--- config.mk ---
export PLATFORM = sky130hd
export DESIGN_NAME = ljap_div
export DESIGN_NICKNAME = d
export VERILOG_FILES = /design/src/rtl/ljap_pkg.sv /design/src/rtl/ljap_div.sv
export SDC_FILE = /design/constraint.sdc
export NUM_CORES = 2
export LEC_CHECK = 0
export BUFFER_PORTS_ARGS = -buffer_cell sky130_fd_sc_hd__buf_4
export CORE_MARGIN = 1.5
export CORE_UTILIZATION = 28
export DETAILED_ROUTE_END_ITERATION = 7
export GPL_TIMING_DRIVEN = 0
export PLACE_DENSITY = 0.53
export RECOVER_POWER = 100
export SETUP_SLACK_MARGIN = 0.02
export SLEW_MARGIN = 20
export SYNTH_ARGS = -nofsm -noshare
export SYNTH_HDL_FRONTEND = slang
export SYNTH_SLANG_ARGS = --single-unit
--- constraint.sdc ---
create_clock -name clk -period 3.3 [get_ports clk]
set_input_delay 0.165 -clock clk [delete_from_list [all_inputs] [get_ports clk]]
set_output_delay 0.165 -clock clk [all_outputs]
set_load 0.05 [all_outputs]
--- src/rtl/ljap_pkg.sv ---
// package for the lennard-jones attractive pair potential block
// holds fixed-point widths, region codes and the pipeline side-band struct
// no dependencies
package ljap_pkg;

  localparam int NumSpecies = 4;
  localparam int SpecW      = 2;
  localparam int IdxW       = 4;
  localparam int DepthT     = NumSpecies * NumSpecies;
  localparam int ValW       = 24;
  localparam int QW         = 31;   // Q0.30 ratio, up to 2^30
  localparam int QuoW       = 55;   // sigma << 30 fits 54 bits plus headroom

  localparam logic [1:0] RegionCore   = 2'd0;
  localparam logic [1:0] RegionWell   = 2'd1;
  localparam logic [1:0] RegionTail   = 2'd2;
  localparam logic [1:0] RegionBeyond = 2'd3;

  localparam logic CmdEval = 1'b0;
  localparam logic CmdLoad = 1'b1;

  localparam logic [QW-1:0] Q30One     = QW'(64'h4000_0000);
  localparam logic [QW-1:0] Q30Half    = QW'(64'h2000_0000);
  localparam logic [QW-1:0] Q30Quarter = QW'(64'h1000_0000);

  // side-band carried down the pipeline with each evaluate
  typedef struct packed {
    logic [1:0]      region;
    logic            compute;   // tail or well: energy is computed
    logic            shift;     // subtract value at cutoff
    logic [ValW-1:0] eps;
  } side_t;

  function automatic logic [QW-1:0] mulq(input logic [QW-1:0] a, input logic [QW-1:0] b);
    logic [2*QW-1:0] p;
    p = {{QW{1'b0}}, a} * {{QW{1'b0}}, b};
    return p[30 +: QW];
  endfunction

endpackage

--- src/rtl/ljap_div.sv ---
// pipelined restoring divider giving floor(num*2^30/den) clamped to 2^30
// one quotient bit per stage, 31 stages; uses ljap_pkg
module ljap_div (
  input  logic                         clk,
  input  logic                         en,
  input  logic [ljap_pkg::ValW-1:0]    num,
  input  logic [ljap_pkg::ValW-1:0]    den,
  output logic [ljap_pkg::QW-1:0]      quo
);
  localparam int N = ljap_pkg::QW;
  localparam int RW = ljap_pkg::ValW + 1;

  // stage k holds partial remainder, divisor and quotient bits so far
  logic [RW-1:0]              rem_r [N+1];
  logic [ljap_pkg::ValW-1:0]  den_r [N+1];
  logic [N-1:0]               q_r   [N+1];
  logic                       hi_r  [N+1];  // quotient already above 2^30

  always_comb begin
    rem_r[0] = '0;
    den_r[0] = den;
    q_r[0]   = '0;
    hi_r[0]  = 1'b0;
  end

  // first step compares num with den directly (weight 2^30)
  genvar k;
  generate
    for (k = 0; k < N; k++) begin : g_st
      logic [RW:0] trial;
      logic [RW-1:0] start;
      always_comb begin
        start = (k == 0) ? RW'(num) : rem_r[k];
        trial = {1'b0, start} - {2'b0, den_r[k]};
      end
      always_ff @(posedge clk) begin
        if (en) begin
          den_r[k+1] <= den_r[k];
          if (!trial[RW] && den_r[k] != '0) begin
            rem_r[k+1] <= RW'(trial[RW-1:0]) << 1;
            q_r[k+1]   <= q_r[k] | (N'(1) << (N-1-k));
          end else begin
            rem_r[k+1] <= start << 1;
            q_r[k+1]   <= q_r[k];
          end
          hi_r[k+1] <= (k == 0) ? (!trial[RW] && den_r[k] != '0 &&
                                   RW'(trial[RW-1:0]) != '0) : hi_r[k];
        end
      end
    end
  endgenerate

  // quotient above one (first bit set with remainder) clamps
  assign quo = (hi_r[N] || q_r[N] > ljap_pkg::Q30One) ? ljap_pkg::Q30One : q_r[N];
endmodule

==> results.cfg <==
[logic_synthesis]
synth_warnings = 0
synth.yosys.seq_area_share = 0.559
avgSynthCellArea_um2 = 12.3
ys_dominant_reg_cell = sky130_fd_sc_hd__edfxtp_1
synth.net_count = 9424
yosys.cell_types.count = 101
asyncSetResetFlopFracSynth = 0
synth_edf_count = 1967
netlist_area_um2 = 106000
yosys_register_bits = 1967
postSynthCellCount = 8630

[worst_setup_path]
crit-reg2reg-launch = g_st[8].start[1]
critPathRequiredTime_ps = 3900
critical_path_arrival_ps = 4170
path_max_fanout = 9
setup.reg_to_reg.worst_slack_ps = -270
cp-end-kind = flip-flop
worst_setup_path_start_kind = flip-flop
timing.rr.end = g_st[9].start[18]
worst_r2r_path_depth = 13
timing_worst_setup_path_type = reg2reg

[clock_network]
cts-root-buf = sky130_fd_sc_hd__clkbuf_16
cts_max_path_buffers = 4
numClockSinks = 1967
clkLatencyLatePin_ps = 900
h_tree_levels = 4
tritoncts = yes
clk_pin_slew_ps = 60
cts_made_buffers = 227

[global_routing]
grtUsageTotal = 0.134
first_global_vias = 70600
grt_overflow = 0
grt_first_pass_wirelength_mm = 409
grt_max_degree = 161
grt_antenna_before_repair = 4

[detailed_routing]
detail_route.wl_per_cell_um = 18.3
vias_per_cell = 4.84
vias = 71000
dr.pass1.iters = 6
finalWirelength_mm = 268
drt-initial-drc-count = 5125
drc_errors = 0
antenna_violating_nets_post_route = 0

[power_and_ir_drop]
powerDensity_nw_per_um2 = 1000
maximum_resistive_drop_on_vdd_mv = 0.513
fin_total_pwr_w = 0.130
total_leakage_power_nw = 49.9

[final_layout]
final_cell_area_um2 = 129000
final-instance-count-excl-fill = 14700
fillers = 36900
share_of_cells_above_drive_strength_1 = 0.192
area_growth_pct = 22.2
finish.net_count = 10300

[hold_path]
hold-path-cell-count = 1
min_path_type = in2reg
whs_endpoint = den_r[720]
worst_hold_startpoint = den[0]

[timing]
maxSlewViolCount = 436
slew_headroom = -0.365
hold_vio_cnt_final = 2
tightestPinTransition_ps = 2050
fmaxAchievable_mhz = 280
timing.final.crit_share = 1.08
period_minus_slack_ps = 3570
whs_ps = -370
setup_ws_ps = -267
rsz_0062_raised_after_global_routing = yes
skew_ps = 49.0
timing.final.setup_violations = 481

[floorplan]
ioPinCount = 81
floorplan.die_area_um2 = 381000
initial_utilization = 0.281
dieWidth_um = 618
design.core.area_um2 = 376000
die_height_um = 618
placementRows = 225

[placement]
placement.io_buffers = 80
dp.cells = 13700
post-place-ws_ps = -1850
routabilityCongestion = 0.866
post_dp_cell_area_um2 = 113000
post-dp-hpwl_mm = 189

[job]
cap_viol_max_count = 3

[status]
violations = hold timing, capacitance limit, slew limit, setup timing
outcome = finished, violations left
worst max-delay path by stage:
stage / from / end / slack (ps)
2_1_floorplan: den_r[121] / g_st[27].start[13] / -180
3_3_place_gp: en / q_r[7] / -16280
3_5_place_dp: den_r[145] / g_st[26].start[21] / -1850
4_1_cts: den_r[553] / g_st[9].start[18] / -310
5_1_grt: den_r[553] / g_st[9].start[18] / -380
6_report: g_st[8].start[1] / g_st[9].start[18] / -270
layer usage:
layer,share of wire,vias to the layer above,GRT usage
met2,0.47,1553,0.223
met4,0.029,0,0.0407
met3,0.042,434,0.0175
met5,0,-,0
met1,0.46,34900,0.181
li1,-,34200,-
kinds of logic after synthesis:
kind of cell | share of synthesized area
AOI/OAI and AO/OA | 0.120
adders and majority gates | 0.0902
DFF | 0.559
buffers and inverters | 0.0373
xor gates and xnor gates | 0.0449
and+or+nand+nor | 0.0939
muxes | 0.0554
placed cells by master, fill, tap and decap left out, types with 64 or more instances in the layout:
| cell type | count |
|---|---|
| sky130_fd_sc_hd__edfxtp_1 | 1967 |
| sky130_fd_sc_hd__inv_1 | 859 |
| sky130_fd_sc_hd__ha_1 | 631 |
| sky130_fd_sc_hd__a21oi_1 | 423 |
| sky130_fd_sc_hd__xnor2_1 | 389 |
| sky130_fd_sc_hd__nand2_1 | 385 |
| sky130_fd_sc_hd__nor2_1 | 382 |
| sky130_fd_sc_hd__mux2_2 | 371 |
| sky130_fd_sc_hd__o21ai_0 | 368 |
| sky130_fd_sc_hd__buf_4 | 279 |
| sky130_fd_sc_hd__clkbuf_16 | 233 |
| sky130_fd_sc_hd__a21o_1 | 219 |
| sky130_fd_sc_hd__nor4_1 | 206 |
| sky130_fd_sc_hd__clkbuf_1 | 202 |
| sky130_fd_sc_hd__nand3_1 | 160 |
| sky130_fd_sc_hd__xor2_1 | 153 |
| sky130_fd_sc_hd__nor3_1 | 143 |
| sky130_fd_sc_hd__o21a_1 | 140 |
| sky130_fd_sc_hd__nand2b_1 | 114 |
| sky130_fd_sc_hd__mux2_4 | 106 |
| sky130_fd_sc_hd__nor2b_1 | 91 |
| sky130_fd_sc_hd__and2_1 | 75 |
| sky130_fd_sc_hd__ha_4 | 70 |
| sky130_fd_sc_hd__a31oi_1 | 68 |
| sky130_fd_sc_hd__dlygate4sd3_1 | 68 |
| sky130_fd_sc_hd__and3_1 | 64 |
layout make-up:
class                           instances  area, µm²  area share
Clock buffer                          279       5920      0.0458
Inverter                              896       3410      0.0264
Clock inverter                        136       1610      0.0124
Antenna cell                            3       7.51   0.0000581
Tap cell                             4994       6250      0.0483
Buffer                                 97       1050     0.00815
Sequential cell                      1967      59100       0.457
Multi-Input combinational cell       5650      46400       0.359
Timing Repair Buffer                  648       5610      0.0434
worst max-delay path, cell delays in order, from the launching register on:
cell and delay (ps):
sky130_fd_sc_hd__edfxtp_1 400, sky130_fd_sc_hd__ha_1 290, sky130_fd_sc_hd__nor2b_4 130, sky130_fd_sc_hd__o31a_1 310, sky130_fd_sc_hd__or4_4 460, sky130_fd_sc_hd__a31oi_4 220
sky130_fd_sc_hd__o21ai_4 100, sky130_fd_sc_hd__a211o_4 360, sky130_fd_sc_hd__a211oi_4 250, sky130_fd_sc_hd__or3_1 150, sky130_fd_sc_hd__buf_6 140, sky130_fd_sc_hd__inv_6 50
sky130_fd_sc_hd__buf_12 140, sky130_fd_sc_hd__mux2_4 310
registers in the layout (all words and copies together) (netlist names):
signal	cells
den_r	720
g_st.start	720
hi_r	31
q_r	496
synth_stat cells, types with 25 or more instances:
library cell | instances | area [µm²]
sky130_fd_sc_hd__edfxtp_1 | 1967 | 59100
sky130_fd_sc_hd__inv_1 | 891 | 3340
sky130_fd_sc_hd__ha_1 | 714 | 8930
sky130_fd_sc_hd__a21oi_1 | 474 | 2370
sky130_fd_sc_hd__mux2_2 | 438 | 4930
sky130_fd_sc_hd__o21ai_0 | 421 | 2110
sky130_fd_sc_hd__nor2_1 | 392 | 1470
sky130_fd_sc_hd__xnor2_1 | 389 | 3410
sky130_fd_sc_hd__nand2_1 | 386 | 1450
sky130_fd_sc_hd__a21o_1 | 219 | 1640
sky130_fd_sc_hd__nor4_1 | 214 | 1340
sky130_fd_sc_hd__nand3_1 | 163 | 816
sky130_fd_sc_hd__nor3_1 | 155 | 776
sky130_fd_sc_hd__xor2_1 | 153 | 1340
sky130_fd_sc_hd__o21a_1 | 140 | 1050
sky130_fd_sc_hd__nand2b_1 | 114 | 713
sky130_fd_sc_hd__nor2b_1 | 113 | 707
sky130_fd_sc_hd__and2_1 | 107 | 669
sky130_fd_sc_hd__a31oi_1 | 90 | 563
sky130_fd_sc_hd__and3_1 | 67 | 419
sky130_fd_sc_hd__o21bai_1 | 64 | 480
sky130_fd_sc_hd__o31ai_1 | 64 | 480
sky130_fd_sc_hd__clkbuf_1 | 63 | 236
sky130_fd_sc_hd__a211oi_1 | 56 | 420
sky130_fd_sc_hd__nand4_1 | 54 | 338
sky130_fd_sc_hd__or3_1 | 44 | 275
sky130_fd_sc_hd__mux2i_1 | 41 | 410
sky130_fd_sc_hd__o211ai_1 | 41 | 308
sky130_fd_sc_hd__buf_2 | 39 | 195
sky130_fd_sc_hd__o31a_1 | 35 | 307
sky130_fd_sc_hd__or2_2 | 31 | 194
sky130_fd_sc_hd__fa_1 | 30 | 601
sky130_fd_sc_hd__o2111ai_1 | 25 | 219
metrics by stage:
step / TNS (ps) / util
2_1_floorplan: -5190 / -
3_3_place_gp: - / 0.300
3_5_place_dp: -504160 / 0.301
4_1_cts: -30660 / 0.338
5_1_grt: -177200 / 0.344
6_report: -36860 / 0.344
power by group:
part	switching, W	total, W	internal (W)
clock	0.0104	0.0257	0.0153
combinational	0.0319	0.0630	0.0311
sequential	0.00400	0.0408	0.0368
total	0.0464	0.130	0.0831
timing repair:
item | CTS | global route
hold buffers | 67 | 1
cloned | 22 | 4
resized for setup | 715 | 381
setup endpoints to repair | 751 | 687
endpoints found under the hold margin | 113 | 3
pin swaps | 154 | 186
buffers inserted | 253 | 218
No activity file was read; power rests on OpenSTA's default activity.
